## config.mk

```make
export PLATFORM = sky130hd
export DESIGN_NAME = anemometer_pulse_period_meter_top
export DESIGN_NICKNAME = d
export VERILOG_FILES = /design/src/hdl/appm_pkg.sv /design/src/hdl/anemometer_pulse_period_meter_top.sv /design/src/hdl/appm_in_reg.sv /design/src/hdl/appm_meter.sv
export SDC_FILE = /design/constraint.sdc
export NUM_CORES = 1
export LEC_CHECK = 0
export ABC_AREA = 1
export ABC_CLOCK_PERIOD_IN_PS = 5300
export BUFFER_PORTS_ARGS = -buffer_cell sky130_fd_sc_hd__buf_2
export CAP_MARGIN = 40
export CORE_ASPECT_RATIO = 0.9
export CORE_MARGIN = 1
export CORE_UTILIZATION = 40
export DETAILED_ROUTE_END_ITERATION = 6
export GPL_TIMING_DRIVEN = 0
export SYNTH_ARGS = -nofsm -noshare
export SYNTH_HDL_FRONTEND = slang
export SYNTH_SLANG_ARGS = --single-unit
export TNS_END_PERCENT = 50
```

## constraint.sdc

```tcl
create_clock -name aclk -period 5.3 [get_ports aclk]
set_input_delay 1.06 -clock aclk [delete_from_list [all_inputs] [get_ports aclk]]
set_output_delay 1.06 -clock aclk [all_outputs]
set_load 0.01 [all_outputs]
```

## src/hdl/appm_pkg.sv

```systemverilog
package appm_pkg;

    // Width of the pulse, period and gate counters.
    localparam int COUNT_WIDTH = 16;
    localparam logic [COUNT_WIDTH-1:0] COUNT_MAX = {COUNT_WIDTH{1'b1}};

    // Field widths of the fixed port fields.
    localparam int DIV_WIDTH  = 8;
    localparam int GATE_WIDTH = 16;
    localparam int CFG_WIDTH  = 16;
    localparam int ADDR_WIDTH = 2;

    // Packed stream widths, padded to whole bytes.
    localparam int IN_BITS   = 4;
    localparam int IN_BYTES  = (IN_BITS + 7) / 8;
    localparam int OUT_BITS  = 3 + 4 * COUNT_WIDTH;
    localparam int OUT_BYTES = (OUT_BITS + 7) / 8;

    // Configuration register indexes.
    localparam logic [ADDR_WIDTH-1:0] REG_COUNT_MODE  = 2'd0;
    localparam logic [ADDR_WIDTH-1:0] REG_GATE_TICKS  = 2'd1;
    localparam logic [ADDR_WIDTH-1:0] REG_TICK_DIVIDE = 2'd2;

    // Reset values of the configuration registers.
    localparam logic                  MODE_RESET   = 1'b0;
    localparam logic [GATE_WIDTH-1:0] GATE_RESET   = 16'd10000;
    localparam logic [DIV_WIDTH-1:0]  DIVIDE_RESET = 8'd100;

    // Measurement modes.
    localparam logic MODE_PERIOD = 1'b0;
    localparam logic MODE_GATED  = 1'b1;

    // One input item: one tick of the sampled pin.
    typedef struct packed {
        logic pin_level;
        logic clear_live;
        logic clear_log;
        logic clear_extreme;
    } item_t;

    // One result item.
    typedef struct packed {
        logic                   slow_tick;
        logic                   edge_seen;
        logic                   measure_valid;
        logic [COUNT_WIDTH-1:0] measured_value;
        logic [COUNT_WIDTH-1:0] extreme_value;
        logic [COUNT_WIDTH-1:0] live_pulses;
        logic [COUNT_WIDTH-1:0] log_pulses;
    } result_t;

    // Handshake control between the input stage and the meter.
    typedef struct packed {
        logic step;
        logic out_free;
    } flow_t;

endpackage

```

## src/hdl/anemometer_pulse_period_meter_top.sv

```systemverilog
// Path: an input item accepted into the input register moves on to the result register
// once that register has room, and the result register offers it as a result item.
// Throughput: one item per cycle while the sink takes results; the tick update is one pass
// between input and result registers; the input stalls only while both are full.
// Reset: synchronous, active low on aresetn; counters clear, the extreme tracker
// is set to empty (all ones) and the configuration returns to its defaults.
module anemometer_pulse_period_meter_top (
    input  logic                              aclk,
    input  logic                              aresetn,
    // Input stream.
    input  logic                              s_tvalid,
    output logic                              s_tready,
    // Fields from bit 0: pin_level, clear_live, clear_log, clear_extreme.
    input  logic [8*appm_pkg::IN_BYTES-1:0]   s_tdata,
    // Result stream.
    output logic                              m_tvalid,
    input  logic                              m_tready,
    // Fields from bit 0: slow_tick, edge_seen, measure_valid, measured_value,
    // extreme_value, live_pulses, log_pulses.
    output logic [8*appm_pkg::OUT_BYTES-1:0]  m_tdata,
    // Configuration write port.
    input  logic                              cfg_wr_en,
    input  logic [appm_pkg::ADDR_WIDTH-1:0]   cfg_addr,
    input  logic [appm_pkg::CFG_WIDTH-1:0]    cfg_wdata
);
    import appm_pkg::*;

    item_t   s_item;
    item_t   item;
    flow_t   flow;
    result_t result;
    result_t result_reg;
    logic    m_valid_reg;
    logic    out_free;

    // Unpack the input item.
    assign s_item.pin_level     = s_tdata[0];
    assign s_item.clear_live    = s_tdata[1];
    assign s_item.clear_log     = s_tdata[2];
    assign s_item.clear_extreme = s_tdata[3];

    assign out_free = !m_valid_reg || m_tready;

    appm_in_reg u_in_reg (
        .aclk     (aclk),
        .aresetn  (aresetn),
        .s_valid  (s_tvalid),
        .s_ready  (s_tready),
        .s_item   (s_item),
        .out_free (out_free),
        .flow     (flow),
        .item     (item)
    );

    appm_meter u_meter (
        .aclk      (aclk),
        .aresetn   (aresetn),
        .cfg_wr_en (cfg_wr_en),
        .cfg_addr  (cfg_addr),
        .cfg_wdata (cfg_wdata),
        .flow      (flow),
        .item      (item),
        .result    (result)
    );

    // Result register: holds one item until the sink takes it.
    always_ff @(posedge aclk) begin
        if (!aresetn) begin
            m_valid_reg <= 1'b0;
        end else if (flow.out_free) begin
            m_valid_reg <= flow.step;
        end
    end

    always_ff @(posedge aclk) begin
        if (flow.step) begin
            result_reg <= result;
        end
    end

    // Pack the result item.
    assign m_tvalid = m_valid_reg;
    assign m_tdata  = {{(8*OUT_BYTES-OUT_BITS){1'b0}},
                       result_reg.log_pulses,
                       result_reg.live_pulses,
                       result_reg.extreme_value,
                       result_reg.measured_value,
                       result_reg.measure_valid,
                       result_reg.edge_seen,
                       result_reg.slow_tick};

endmodule

```

## src/hdl/appm_in_reg.sv

```systemverilog
module appm_in_reg (
    input  logic          aclk,
    input  logic          aresetn,
    input  logic          s_valid,
    output logic          s_ready,
    input  appm_pkg::item_t s_item,
    input  logic          out_free,
    output appm_pkg::flow_t flow,
    output appm_pkg::item_t item
);
    import appm_pkg::*;

    logic  valid_reg;
    item_t item_reg;
    logic  step;

    // The held item moves on whenever the result register has room.
    assign step    = valid_reg && out_free;
    assign s_ready = !valid_reg || out_free;

    always_ff @(posedge aclk) begin
        if (!aresetn) begin
            valid_reg <= 1'b0;
        end else if (s_ready) begin
            valid_reg <= s_valid;
        end
    end

    always_ff @(posedge aclk) begin
        if (s_ready && s_valid) begin
            item_reg <= s_item;
        end
    end

    assign flow.step     = step;
    assign flow.out_free = out_free;
    assign item          = item_reg;

endmodule

```

## src/hdl/appm_meter.sv

```systemverilog
module appm_meter (
    input  logic                             aclk,
    input  logic                             aresetn,
    input  logic                             cfg_wr_en,
    input  logic [appm_pkg::ADDR_WIDTH-1:0]  cfg_addr,
    input  logic [appm_pkg::CFG_WIDTH-1:0]   cfg_wdata,
    input  appm_pkg::flow_t                  flow,
    input  appm_pkg::item_t                  item,
    output appm_pkg::result_t                result
);
    import appm_pkg::*;

    // Configuration registers.
    logic                  count_mode_reg;
    logic [GATE_WIDTH-1:0] gate_ticks_reg;
    logic [DIV_WIDTH-1:0]  tick_divide_reg;

    // Measurement state.
    logic [DIV_WIDTH-1:0]   divider_count_reg, divider_count_next;
    logic [GATE_WIDTH-1:0]  gate_count_reg, gate_count_next;
    logic                   previous_level_reg;
    logic                   timing_active_reg, timing_active_next;
    logic [COUNT_WIDTH-1:0] interval_count_reg, interval_count_next;
    logic [COUNT_WIDTH-1:0] gated_edges_reg, gated_edges_next;
    logic [COUNT_WIDTH-1:0] published_value_reg, published_value_next;
    logic [COUNT_WIDTH-1:0] extreme_store_reg, extreme_store_next;
    logic [COUNT_WIDTH-1:0] live_store_reg, live_store_next;
    logic [COUNT_WIDTH-1:0] log_store_reg, log_store_next;

    logic                   slow, edge_det, valid;
    logic [DIV_WIDTH-1:0]   div_inc;
    logic [GATE_WIDTH-1:0]  gate_inc;
    logic [COUNT_WIDTH-1:0] live_clr, log_clr, extreme_clr;
    logic [COUNT_WIDTH-1:0] edges_inc, interval_inc;

    // Configuration writes; values are truncated to the register width.
    always_ff @(posedge aclk) begin
        if (!aresetn) begin
            count_mode_reg  <= MODE_RESET;
            gate_ticks_reg  <= GATE_RESET;
            tick_divide_reg <= DIVIDE_RESET;
        end else if (cfg_wr_en) begin
            case (cfg_addr)
                REG_COUNT_MODE:  count_mode_reg  <= cfg_wdata[0];
                REG_GATE_TICKS:  gate_ticks_reg  <= cfg_wdata[GATE_WIDTH-1:0];
                REG_TICK_DIVIDE: tick_divide_reg <= cfg_wdata[DIV_WIDTH-1:0];
                default: ;
            endcase
        end
    end

    // One tick of update logic for the item held in the input register.
    always_comb begin
        // Clears take effect before this tick's own counting.
        live_clr    = item.clear_live    ? '0        : live_store_reg;
        log_clr     = item.clear_log     ? '0        : log_store_reg;
        extreme_clr = item.clear_extreme ? COUNT_MAX : extreme_store_reg;

        // Slow-activity divider.
        div_inc            = divider_count_reg + DIV_WIDTH'(1);
        slow               = (div_inc == tick_divide_reg);
        divider_count_next = slow ? '0 : div_inc;

        // Falling edge and pulse counters.
        edge_det        = previous_level_reg && !item.pin_level;
        live_store_next = live_clr + {{(COUNT_WIDTH-1){1'b0}}, edge_det};
        log_store_next  = log_clr  + {{(COUNT_WIDTH-1){1'b0}}, edge_det};

        edges_inc    = gated_edges_reg + {{(COUNT_WIDTH-1){1'b0}}, edge_det};
        gate_inc     = gate_count_reg + GATE_WIDTH'(1);
        interval_inc = (timing_active_reg && interval_count_reg != COUNT_MAX) ?
                       interval_count_reg + COUNT_WIDTH'(1) : interval_count_reg;

        valid                = 1'b0;
        gate_count_next      = gate_count_reg;
        gated_edges_next     = gated_edges_reg;
        timing_active_next   = timing_active_reg;
        interval_count_next  = interval_count_reg;
        published_value_next = published_value_reg;
        extreme_store_next   = extreme_clr;

        if (count_mode_reg == MODE_GATED) begin
            // Gated mode: an edge in the closing tick belongs to that gate.
            if (gate_inc == gate_ticks_reg) begin
                gate_count_next      = '0;
                gated_edges_next     = '0;
                published_value_next = edges_inc;
                valid                = 1'b1;
                if (edges_inc > extreme_clr || extreme_clr == COUNT_MAX) begin
                    extreme_store_next = edges_inc;
                end
            end else begin
                gate_count_next  = gate_inc;
                gated_edges_next = edges_inc;
            end
        end else begin
            // Period mode: the first edge only starts the timer.
            interval_count_next = interval_inc;
            if (edge_det) begin
                if (timing_active_reg) begin
                    published_value_next = interval_inc;
                    valid                = 1'b1;
                    if (interval_inc < extreme_clr) begin
                        extreme_store_next = interval_inc;
                    end
                end
                interval_count_next = '0;
                timing_active_next  = 1'b1;
            end
        end
    end

    // State advances once per item.
    always_ff @(posedge aclk) begin
        if (!aresetn) begin
            divider_count_reg   <= '0;
            gate_count_reg      <= '0;
            previous_level_reg  <= 1'b0;
            timing_active_reg   <= 1'b0;
            interval_count_reg  <= '0;
            gated_edges_reg     <= '0;
            published_value_reg <= '0;
            extreme_store_reg   <= COUNT_MAX;
            live_store_reg      <= '0;
            log_store_reg       <= '0;
        end else if (flow.step) begin
            divider_count_reg   <= divider_count_next;
            gate_count_reg      <= gate_count_next;
            previous_level_reg  <= item.pin_level;
            timing_active_reg   <= timing_active_next;
            interval_count_reg  <= interval_count_next;
            gated_edges_reg     <= gated_edges_next;
            published_value_reg <= published_value_next;
            extreme_store_reg   <= extreme_store_next;
            live_store_reg      <= live_store_next;
            log_store_reg       <= log_store_next;
        end
    end

    assign result.slow_tick      = slow;
    assign result.edge_seen      = edge_det;
    assign result.measure_valid  = valid;
    assign result.measured_value = published_value_next;
    assign result.extreme_value  = extreme_store_next;
    assign result.live_pulses    = live_store_next;
    assign result.log_pulses     = log_store_next;

endmodule

```

==> metrics.md <==
| Metric | Value |
|---|---|
| Total grt overflow | 0 |
| WS Path Type | reg -> reg |
| Main synth FF type | dfxtp_1 |
| Iter 0 DRT Violations | 938 |
| Asr flop ratio synth | 0% |
| Yosys reg bits | 220 |
| Crit-path max FO | 10 |
| Place WS | 0.450 ns |
| Setup crit end kind | register |
| Hold crit path type | reg -> reg |
| Clk sinks | 220 |
| First-pass GRT wire length | 56.4 mm |
| Register area share after synthesis | 41.9% |
| Final Max Slew Viols | 0 |
| Die X | 186 µm |
| Final-report hold violation count | 0 |
| Vias/cell | 5.19 |
| TritonCTS clock tree | done |
| Die height | 168 µm |
| Synth Area per Inst | 7.42 µm² |
| Leakage | 6.07 nW |
| P&R area growth vs syn | 15.8% |
| H-tree Lvls | 1 |
| Hold WS | 0.462 ns |
| Unrepaired setup endpoints after global routing | no |
| CTS Buf Count | 26 |
| Fmax | 203 MHz |
| Final WS setup | 0.379 ns |
| Max Cap Viol | 0 |
| Netlist cell types | 45 |
| Reg clk slew, reported paths | 0.06 ns |
| Cell Rows | 60 |
| DR WL/cell | 16.5 µm |
| EDFF count, synth | 71 |
| Tmin final | 4.92 ns |
| DP HPWL | 27.1 mm |
| Die ar. | 31,200 µm² |
| CTS resizes | 0 |
| Synth Cell Area | 12,200 µm² |
| Max reg flops | 67 |
| Gate Count Post-Synth | 1,646 |
| GR Util All Layers | 23.2% |
| Setup slack, reg-to-reg | 0.38 ns |
| Clk_lat worst skew | 0.55 ns |
| Clock Skew | 0.0247 ns |
| Largest net degree at the start of global routing | 64 |
| Layout fillers | 2,995 |
| Layout cells sized above 1 | 11.2% |
| DRC | 0 |
| I/O pin count | 105 |
| ANT nets after route | 0 |
| Number of global-route vias before repair | 10,400 |
| Final Power | 4.09 mW |
| Startpoint types | register |
| Root Driver | clkbuf_16 |
| Critical Path RT | 5.57 ns |
| CTS Hold Buffers Added | 0 |
| Actual slew at the worst max-slew pin | 0.834 ns |
| Cell Pwr Density | 289 nW/µm² |
| Placed Area | 13,200 µm² |
| Period utilization | 92.8% |
| Max Root-Sink Buffers | 3 |
| Design area | 14,100 µm² |
| Setup bufs post-CTS | 0 |
| Initial Util | 40.8% |
| Setup violators final | 0 |
| Worst slew margin relative to its limit | 44.4% |
| WP data arrival | 5.19 ns |
| Setup tns final | 0 ns |
| Initial antenna violation count | 0 |
| Vias | 11,400 |
| Detailed-router iteration count before antenna repair | 6 |
| ANT cells | 0 |
| RePlAce Congestion | 0.948 |
| Port bufs | 95 |
| Core area | 30,000 µm² |
| Layout Nets | 1,847 |
| Run status | finished clean |
| Warnings from Yosys | 0 |
| Maximum VDD drop | 0.212 mV |
| Total Wirelength | 36.3 mm |
==> path summary, 6_finish.rpt <==
path,from,endpoint,cells past startpoint
setup / recovery,u_in_reg.item[3],m_tdata[29],23
hold / removal,u_meter.log_store_reg[1],u_meter.log_store_reg[1],2
setup reg to reg,u_in_reg.item[3],m_tdata[29],23
hold reg to reg,u_meter.log_store_reg[1],u_meter.log_store_reg[1],2
==> where the power goes <==
| part | switching, mW | total, mW | internal, mW |
|---|---|---|---|
| Sequential | 0.0343 | 1.85 | 1.82 |
| Combinational | 0.266 | 0.389 | 0.123 |
| Clock | 0.728 | 1.85 | 1.12 |
==> cell usage after synthesis (4+ instances only) <==
master    number  area, µm²
nor3_1        16       80.1
o21ai_0       68        340
buf_4          6       45.0
a21oi_1      142        711
dfxtp_1      149       2980
a22oi_1       16        120
or2_2          6       37.5
nand2_1      348       1310
clkinv_1       5       18.8
nand3_2       10        100
nand3_1      192        961
nor4_1        15       93.8
buf_2         12       60.1
o21a_1         4       30.0
nor2_1       126        473
xnor2_1       17        149
nand3b_1      10       75.1
and2_1        16        100
nand2_2       11       68.8
xor2_1        39        342
edfxtp_1      71       2130
nand4_1       33        206
inv_1        202        758
ha_1          40        500
o21bai_1       4       30.0
clkbuf_1      53        199
o211ai_1       4       30.0
==> layer usage <==
| layer | vias to the layer above | global-route usage [%] | part of all wire, % |
|---|---|---|---|
| li1 | 5701 | - | - |
| met1 | 5277 | 32.5 | 47 |
| met2 | 356 | 36.2 | 44 |
| met3 | 69 | 3.76 | 6.3 |
| met4 | 0 | 7.63 | 3.1 |
| met5 | - | 0 | 0 |
==> final cells by class <==
type | instances | area, µm² | area share (%)
Clock inverter | 10 | 138 | 0.973
Multi-Input combinational cell | 1147 | 6020 | 42.5
Sequential cell | 220 | 5110 | 36.2
Inverter | 208 | 781 | 5.52
Tap cell | 403 | 504 | 3.56
Clock buffer | 38 | 746 | 5.27
Timing Repair Buffer | 98 | 515 | 3.64
Buffer | 75 | 330 | 2.34
==> cell families after synthesis <==
family,share of synthesized area (%)
muxes,0.0820
other,0.0307
and+or+nand+nor,29.6
xor gates and xnor gates,4.02
buffers and inverters,9.07
DFF,41.9
AOI/OAI and AO/OA,11.2
adders and majority gates,4.10
==> placed cells by master (no fill, tap or decap), drive strengths merged, types with 3 or more instances in the layout <==
master / n
nand2: 360
inv: 203
nand3: 202
dfxtp: 149
a21oi: 142
nor2: 131
buf: 120
clkbuf: 91
edfxtp: 71
o21ai: 70
ha: 40
xor2: 39
nand4: 33
nor3: 20
xnor2: 17
a22oi: 16
and2: 16
nor4: 15
clkinv: 11
nand3b: 10
or2: 6
conb: 5
o21bai: 4
o21a: 4
o211ai: 4
a31o: 3
a211oi: 3
a2bb2oi: 3
bufinv: 3
==> per-stage QoR <==
step	std cells	utilization, %
5_1_grt	2199	47.2
3_5_place_dp	2151	44.2
2_1_floorplan	1650	-
6_report	2199	47.2
4_1_cts	2199	47.2
3_3_place_gp	2148	44.1
==> worst max-delay path, cell delays in order, from the launching register on <==
cell and delay, ns:
edfxtp_1 0.38, nor2_1 0.34, buf_4 0.26, ha_1 0.20, ha_1 0.19, nand3_1 0.12, inv_1 0.11, nand3_1 0.14
nor3_2 0.32, nand4_1 0.12, nand2_1 0.15, inv_1 0.11, ha_1 0.28, nand2_1 0.06, nor3_1 0.30, o21ai_0 0.22
nand3_1 0.17, nand2_1 0.09, nand2_1 0.15, clkbuf_1 0.36, o21ai_0 0.14, nand3_1 0.09, nand3_1 0.08, and2_1 0.23
No activity file was read; power rests on OpenSTA's default activity.
